<file path="src/hdl/cia_div_stage.sv">
// ----------------------------------------------------------------------------
// cia_div_stage
// One registered step of a restoring unsigned divider: one quotient bit.
// ----------------------------------------------------------------------------
module cia_div_stage #(
  parameter int W = 32
) (
  input  logic         clk_i,
  input  logic [W-1:0] num_i,
  input  logic [W-1:0] rem_i,
  input  logic [W-1:0] quo_i,
  input  logic [W-1:0] den_i,
  output logic [W-1:0] num_o,
  output logic [W-1:0] rem_o,
  output logic [W-1:0] quo_o,
  output logic [W-1:0] den_o
);
  logic [W-1:0] trial;
  logic         ge;
  logic [W-1:0] num_d, rem_d, quo_d;
  logic [W-1:0] num_q, rem_q, quo_q, den_q;

  always_comb begin
    trial = {rem_i[W-2:0], num_i[W-1]};
    ge    = (trial >= den_i);
    rem_d = ge ? (trial - den_i) : trial;
    quo_d = {quo_i[W-2:0], ge};
    num_d = {num_i[W-2:0], 1'b0};
  end

  always_ff @(posedge clk_i) begin
    num_q <= num_d;
    rem_q <= rem_d;
    quo_q <= quo_d;
    den_q <= den_i;
  end

  assign num_o = num_q;
  assign rem_o = rem_q;
  assign quo_o = quo_q;
  assign den_o = den_q;
endmodule

</file>
<file path="config.mk">
export PLATFORM = sky130hd
export DESIGN_NAME = cia_div_stage
export DESIGN_NICKNAME = d
export VERILOG_FILES = /design/src/hdl/cia_div_stage.sv
export SDC_FILE = /design/constraint.sdc
export NUM_CORES = 1
export LEC_CHECK = 0
export BUFFER_PORTS_ARGS = -buffer_cell sky130_fd_sc_hd__buf_2
export CAP_MARGIN = 20
export CORE_AREA = 2 2 112 114
export DETAILED_ROUTE_END_ITERATION = 7
export DIE_AREA = 0 0 114 116
export PLACE_DENSITY = 0.87
export SLEW_MARGIN = 20
export SYNTH_ARGS = -nofsm -noshare
export SYNTH_HDL_FRONTEND = slang
export SYNTH_SLANG_ARGS = --single-unit
</file>
<file path="constraint.sdc">
create_clock -name clk_i -period 2.88 [get_ports clk_i]
set_clock_uncertainty 0.15 [all_clocks]
set_input_delay 0.576 -clock clk_i [delete_from_list [all_inputs] [get_ports clk_i]]
set_output_delay 0.576 -clock clk_i [all_outputs]
set_load 0.05 [all_outputs]
</file>
==> results.toml <==
[run_status]
status = "completed"

[detailed_routing]
wl_microns = 14250
drc = 0
wl_per_cell_microns = 15.11
ant_nets = 0
drtPass1Iterations = 4
routed_via_density = 4.793
dr.first_iter.drc_count = 211
num_vias = 4520

[power_and_ir_drop]
power_density_mw_per_mm2 = 737.9
p_leak_uw = 0.003787
peakVddDrop_mv = 0.4708
report.power.total_uw = 5519

[logic_synthesis]
synth.avg_cell_area_sq_um = 10.81
post-synth-top-area-fraction_pct = 52.26
synth-simple-area-share_pct = 7.433
yosysWarnings = 0
synth_most_common_cell = "dfxtp_1"
synth_mux_area_share_pct = 7.356
ys_async_sr_fraction_pct = 0
netlist_top_cells_area = "dfxtp_1 (52%), ha_1 (8.2%), mux2_2 (5.6%)"
syn-cell-area_sq_mm = 0.004865
synth-main-ff-cell = "dfxtp_1"
synth_compound_area_share_pct = 14.45
synth_top_area_cell = "dfxtp_1"
ys_seq_area_share_pct = 52.26
ys_types = 57
syn-num-nets = 612
synth_commonest_cells = "dfxtp_1 (127), inv_1 (37), ha_1 (32)"
synth_fa_ha_area_share_pct = 8.642
synth_edf_count = 0
synth_top_family_by_area = "compound AO/OA/AOI/OAI gates"
synth-xor-area-share_pct = 5.041
synth-seq-cells = 127
synth_cells = 450

[sta]
fmax_mhz = 356.4
fin_crit_ns = 2.806
final_max_slew_viol_count = 0
fin_tns_setup_ns = 0
finalCritPeriodShare_pct = 97.41
setup_ws_ns = 0.07450
timing.hold.ws_ns = 0.09718
finalSetupViolCount = 0
rsz0062_at_grt = "true"
finalHoldViolCount = 0

[hold_path]
min_path_type = "in2reg"

[placed_design]
place.gp.congestion = 0.8900
preCtsSetupSlack_ns = -0.4445
place_hpwl_microns = 11040
port-buffer-count = 253
place_area_sq_mm = 0.006863

[final_layout]
drive_above_1_share_pct = 50.63
final_area_sq_mm = 0.007478
syn_to_final_growth_pct = 53.73
diodes = 0
nets = 945

[global_route]
grt_max_degree = 17
antenna_found_initial = 1
grt_use_total_pct = 21.66
grt-ovfl-total = 0
grt_pass1_wl_microns = 21840
grt_pass1_vias = 4651

[worst_setup_path]
crit_fanout = 14
cp.required_ns = 3.04
arrival_ns = 2.97
start_kind = "input pin"
crit_type = "in2reg"
cp-end-kind = "flop"

[cts]
clkSlewWorstSetupHoldPaths_ns = 0.06
cts_buffers = 17
hold_buffers = 0
clockRootBuffer = "clkbuf_16"
h-tree-depth = 4
clock-sinks = 127
cts_buffer_depth = 2
tritoncts = "yes"

[floorplan]
start_util_pct = 40.84
die_h_microns = 116
die_x_microns = 114
io_pins = 257
dieArea_sq_mm = 0.01322
num_rows = 40
core_sq_mm = 0.01191

[run]
drv_cap = 0
[through the flow]
step | util (%) | cells
6_report | 62.78 | 943
5_1_grt | 62.78 | 943
4_1_cts | 62.42 | 940
3_5_place_dp | 57.62 | 908
3_3_place_gp | 57.62 | 908
2_1_floorplan | - | 450
[where the power goes]
group          leakage, uW  internal, uW  switching [uW]
registers          0.00107          1910            34.1
clock network     0.000263          1210             809
logic              0.00245           551            1000
[flip-flops by register name, indices dropped and copies added, names as in the netlist]
name / cells
den_o: 32
num_o: 31
quo_o: 32
rem_o: 32
[layout by cell type, fill, tap and decap left out, types with 3 or more instances in the layout]
cell type,synthesis,final
buf_2,1,253
dfxtp_1,127,127
buf_4,1,75
inv_1,37,35
a21oi_1,31,29
ha_1,32,29
mux2_2,24,21
nand2_1,20,20
xnor2_1,18,18
nor2_1,17,17
clkbuf_16,0,17
o21ai_0,15,14
xor2_1,10,10
a21o_1,8,8
nand3_1,8,8
nand4_1,7,7
o21a_1,6,6
o211ai_1,6,6
mux2_1,6,6
nand2b_1,5,5
nor2b_1,5,5
o21bai_1,5,5
and2_1,4,4
clkinv_4,0,4
clkinvlp_4,0,4
a21oi_2,1,3
and3_1,3,3
o21ai_1,2,3
mux2_4,0,3
[worst paths after layout]
kind	cells after the start	start	slack (ns)	endpoint
hold / removal	1	quo_i[1]	0.1	quo_o[2]
setup / recovery	13	num_i[31]	0.07	rem_o[6]
[metal layers]
| metal | global-route usage (%) | routed length (microns) | vias up |
|---|---|---|---|
| met5 | 0 | 0 | - |
| met4 | 12.11 | 399 | 0 |
| met3 | 6.904 | 1121 | 35 |
| met2 | 40.04 | 7473 | 193 |
| met1 | 21.49 | 5258 | 2062 |
| li1 | - | - | 2230 |
[final cells by class]
class / instances / area, sq um
clock buffer: 20 / 446.7
clock inverter: 12 / 113.9
fill: 975 / 4433
timing repair buffer: 331 / 1872
tap: 147 / 183.9
sequential: 127 / 2542
inverter: 37 / 151.4
multi-input combinational: 269 / 2168
[cells by family (layout without fill, tap and decap cells)]
family	after synthesis	after routing
AOI/OAI and AO/OA	101	101
xor gates and xnor gates	28	28
adders and majority gates	33	33
buffers and inverters	54	400
DFF	127	127
muxes	32	32
other	1	1
and+or+nand+nor	74	74
[critical path, stage by stage]
cell      delay, ns
buf_2          0.15
inv_12         0.06
ha_4           0.12
fa_2           0.21
nor2b_1        0.06
o31a_1         0.30
o41ai_4        0.26
a21oi_2        0.11
o21ai_1        0.18
a21oi_2        0.09
a211oi_4       0.28
buf_12         0.20
mux2_2         0.35
[what timing repair did]
| action | CTS | global route |
|---|---|---|
| setup endpoints to repair | 13 | 29 |
| gates resized for setup | 1 | 6 |
| gates cloned | 0 | 0 |
| setup buffers | 0 | 3 |
Note: power is estimated with default switching activity, not from simulation.
