--- config.mk ---
export PLATFORM = sky130hd
export DESIGN_NAME = cia_mul
export DESIGN_NICKNAME = d
export VERILOG_FILES = /design/src/hdl/cia_mul.sv
export SDC_FILE = /design/constraint.sdc
export NUM_CORES = 2
export LEC_CHECK = 0
export BUFFER_PORTS_ARGS = -buffer_cell sky130_fd_sc_hd__buf_4
export CAP_MARGIN = 25
export CORE_MARGIN = 2
export CORE_UTILIZATION = 45
export DETAILED_ROUTE_END_ITERATION = 6
export GPL_TIMING_DRIVEN = 0
export SLEW_MARGIN = 5
export SYNTH_ARGS = -nofsm -noshare
export SYNTH_HDL_FRONTEND = slang
export SYNTH_SLANG_ARGS = --single-unit
--- constraint.sdc ---
create_clock -name clk_i -period 6.45 [get_ports clk_i]
set_input_delay 0.3225 -clock clk_i [delete_from_list [all_inputs] [get_ports clk_i]]
set_output_delay 0.3225 -clock clk_i [all_outputs]
set_load 0.01 [all_outputs]
--- src/hdl/cia_mul.sv ---
// ----------------------------------------------------------------------------
// cia_mul
// Unsigned magnitude multiplier: registered half-width partial products, then
// a sum, then a delay line of registers that holds the product back.
// ----------------------------------------------------------------------------
module cia_mul #(
  parameter int W     = 32,
  parameter int DEPTH = 32
) (
  input  logic           clk_i,
  input  logic [W-1:0]   a_i,
  input  logic [W-1:0]   b_i,
  output logic [2*W-1:0] p_o
);
  localparam int H = (W + 1) / 2;

  logic [2*H-1:0] a_ext, b_ext;
  logic [2*H-1:0] pp_ll_d, pp_lh_d, pp_hl_d, pp_hh_d;
  logic [2*H-1:0] pp_ll_q, pp_lh_q, pp_hl_q, pp_hh_q;
  logic [4*H-1:0] sum_d;
  logic [2*W-1:0] line_q [DEPTH-1];

  always_comb begin
    a_ext   = {{(2*H-W){1'b0}}, a_i};
    b_ext   = {{(2*H-W){1'b0}}, b_i};
    pp_ll_d = a_ext[H-1:0]   * b_ext[H-1:0];
    pp_lh_d = a_ext[H-1:0]   * b_ext[2*H-1:H];
    pp_hl_d = a_ext[2*H-1:H] * b_ext[H-1:0];
    pp_hh_d = a_ext[2*H-1:H] * b_ext[2*H-1:H];
    sum_d   = {pp_hh_q, {(2*H){1'b0}}}
            + {{H{1'b0}}, pp_lh_q, {H{1'b0}}}
            + {{H{1'b0}}, pp_hl_q, {H{1'b0}}}
            + {{(2*H){1'b0}}, pp_ll_q};
  end

  always_ff @(posedge clk_i) begin
    pp_ll_q   <= pp_ll_d;
    pp_lh_q   <= pp_lh_d;
    pp_hl_q   <= pp_hl_d;
    pp_hh_q   <= pp_hh_d;
    line_q[0] <= sum_d[2*W-1:0];
    for (int k = 1; k < DEPTH - 1; k++) begin
      line_q[k] <= line_q[k-1];
    end
  end

  assign p_o = line_q[DEPTH-2];
endmodule

==> summary.txt <==
Logic synthesis
  • EDFF count, synth: 0
  • Count leader, synth: dfxtp_1
  • Mean Syn Cell Area: 12.2 um2
  • Synthesized area: 79,600 um2
  • Yosys top cell area share: 53.1%
  • Share of the yosys chip area belonging to registers: 53.1%
  • Synth area leader: dfxtp_1
  • Synth Flop Type: dfxtp_1
  • Yosys warnings: 0
  • Cell count after synthesis: 6,505
  • Synth top area cells: dfxtp_1, fa_1, ha_1
  • Top cells by count, synth: dfxtp_1, inv_1, fa_1
  • #FFs+latches synth: 2,112
  • Post-synthesis async set-or-reset flop share: 0%
  • Mapped Nets: 7,827
  • Cell variety after synth: 72

Timing
  • Setup-failing EPs final: 0
  • Fin. Hold Viols: 0
  • Slew of the pin with the lowest slew margin: 1.20 ns
  • Period utilization: 99.2%
  • Slew headroom: 19.9%
  • RSZ-0062 raised after global routing: yes
  • WHS: 0.291 ns
  • Final min period: 6.40 ns
  • Fmax: 156 MHz
  • Fin. max-slew vios: 0
  • Clk_skew: 0.0511 ns

Clocking
  • Setup repair bufs after CTS: 0
  • CTS Sinks: 2,112
  • CTS tree: yes
  • Inserted Clock Buffers: 187
  • Max Buffers Root-to-Sink: 3
  • Later-pin clock latency in the skew report: 0.79 ns
  • Clk slew on worst S/H paths: 0.06 ns
  • H-tree depth: 4
  • CTS root buf: clkbuf_16

Layout
  • P&R area growth vs syn: 13.8%
  • Fill cells: 15,500
  • Non-Filler Instances: 9,344
  • Layout cells sized above 1: 9.27%
  • Final non-filler cell area: 90,500 um2
  • Final core utilization: 51.5%
  • Nets: 8,170

Placed design
  • DP Area: 83,900 um2
  • Inst Count DP: 9,006
  • IO Port Bufs: 128
  • Detailed Place HPWL: 143,000 um
  • Gpl congestion: 0.943

Worst setup path
  • Critical path, cell by cell: buf_4 -> clkbuf_1 -> nand2_1 -> fa_1 -> inv_1 -> fa_1 -> fa_1 -> fa_1 -> fa_1 -> inv_1 -> fa_1 -> inv_1 -> ha_1 -> nand2_1 -> nor2_4 -> nand2_1 -> a31oi_1 -> or2_2 -> o31a_1 -> o21ai_1 -> o21ai_2 -> xor2_4
  • Crit-path max cell delay: 0.63 ns
  • WP buf/inv: 5
  • FF-to-FF End: line_q[0][59]
  • CP endpoint kind: flop
  • Reg2reg start: pp_ll_q[17]
  • Crit path launch type: primary input
  • Critical path type: primary input to flop
  • Cell with the most instances on the worst path: fa_1
  • Worst EP required: 7.08 ns
  • CP arrival: 7.03 ns
  • R2R depth: 13
  • Crit-path slowest cell: clkbuf_1
  • Family with the most delay on the worst path: adder cells
  • Largest fanout on the critical path: 10
  • FF-to-FF setup slack: 2.17 ns

Floorplan
  • DIE WIDTH: 424 um
  • Die Height: 424 um
  • Floorplan row count: 154
  • Top Ports: 129
  • CORE AREA: 176,000 um2
  • Initial Util: 45.2%
  • Die area: 180,000 um2

Worst hold path
  • HP Start: line_q[0][640]
  • Hold Crit Depth: 0
  • WHS Endpoint: line_q[0][704]
  • Hold Path Class: flop to flop

Detailed routing
  • Routed Antenna Nets: 0
  • Routed wire per std cell: 19.6 um
  • Drt total wl: 183,000 um
  • DRC viols: 0
  • Via/cell ratio: 4.67
  • Drt pass-1 iters: 5
  • 1st-iter DRT viols: 2,508
  • Vias: 43,600

GRT
  • Grt ovf: 0
  • GR Util All Layers: 20.9%
  • Global-route wire length before repair: 277,000 um
  • Initial antenna violation count: 31
  • Vias in the first global route: 45,500
  • Largest net degree at the start of global routing: 17

Run status
  • Status: finished, final reports clean

Flow run
  • Max Cap Viol: 0
-- per-layer routing --
metal / vias up / global-route usage, % / share of wire (%) / wire length [um]
met3: 336 / 4.07 / 6.1 / 11200
li1: 20400 / - / - / -
met5: - / 0 / 0.057 / 104
met1: 21800 / 26.9 / 43 / 78700
met4: 16 / 8.49 / 4.1 / 7480
met2: 1098 / 34.4 / 47 / 85400
-- cells by family (layout without fill, tap and decap cells) --
group / after synthesis / count (layout) / synth area share [%]
compound gates: 407 / 407 / 3.36
fa+ha+maj: 1257 / 1257 / 27.4
other cells: 0 / 10 / 0
simple gates: 1352 / 1352 / 8.33
xor+xnor: 150 / 150 / 1.65
buf+inv: 1225 / 1714 / 6.09
mux: 2 / 2 / 0.0252
flops: 2112 / 2112 / 53.1
-- cell type report --
class	count	area (um2)	area share [%]
tap	2340	2930	3.23
clock buffer	265	5460	6.03
clock inverter	70	942	1.04
antenna	10	25.0	0.0276
inverter	952	3570	3.95
timing repair buffer	164	1450	1.60
buffer	263	1350	1.49
multi-input combinational	3168	32500	35.9
sequential	2112	42300	46.7
-- cell usage in the layout, fill, tap and decap left out, types with 22 or more instances in the layout --
cell type and count:
a21o_1 76, a21oi_1 132, and2_1 477, buf_4 196, buf_8 22, clkbuf_1 148, clkbuf_16 191, clkbuf_2 81
clkbuf_8 40, clkinv_2 34, dfxtp_1 2112, fa_1 809, ha_1 448, inv_1 952, nand2_1 624, nand3_1 40
nor2_1 96, o21a_1 23, o21ai_0 57, xnor2_1 98, xor2_1 45
-- through the flow --
stage	worst slack, ns	TNS [ns]
after floorplan	0.458	0
after global placement	-1.77	-42.34
after detailed placement	-1.62	-36.63
after CTS	-0.0570	-0.0570
after global routing	-0.0304	-0.0320
final	0.0496	0
-- flip-flops by register name (all words and copies together) (netlist names) --
register  count
pp_hh_q      32
pp_hl_q      32
line_q     1984
pp_lh_q      32
pp_ll_q      32
-- what timing repair did --
action                                 CTS  global route
hold buffers                             2             0
pin swaps                                1             1
resized for setup                       54           108
endpoints found under the hold margin    4             0
setup endpoints to repair               14            24
-- worst max-delay path by stage --
stage	from	endpoint	slack, ns	cells past startpoint
floorplan	a_i[7]	pp_ll_q[29]	0.46	23
global route	a_i[7]	pp_lh_q[29]	-0.03	23
finish	a_i[4]	pp_lh_q[29]	0.05	22
global placement	a_i[10]	pp_lh_q[28]	-1.77	20
detailed placement	b_i[23]	pp_lh_q[29]	-1.62	23
CTS	b_i[19]	pp_lh_q[29]	-0.06	23
Power is left out: the tool's default activity adds up to more than one toggle a clock period on the data nets, which glitch-free logic cannot reach.
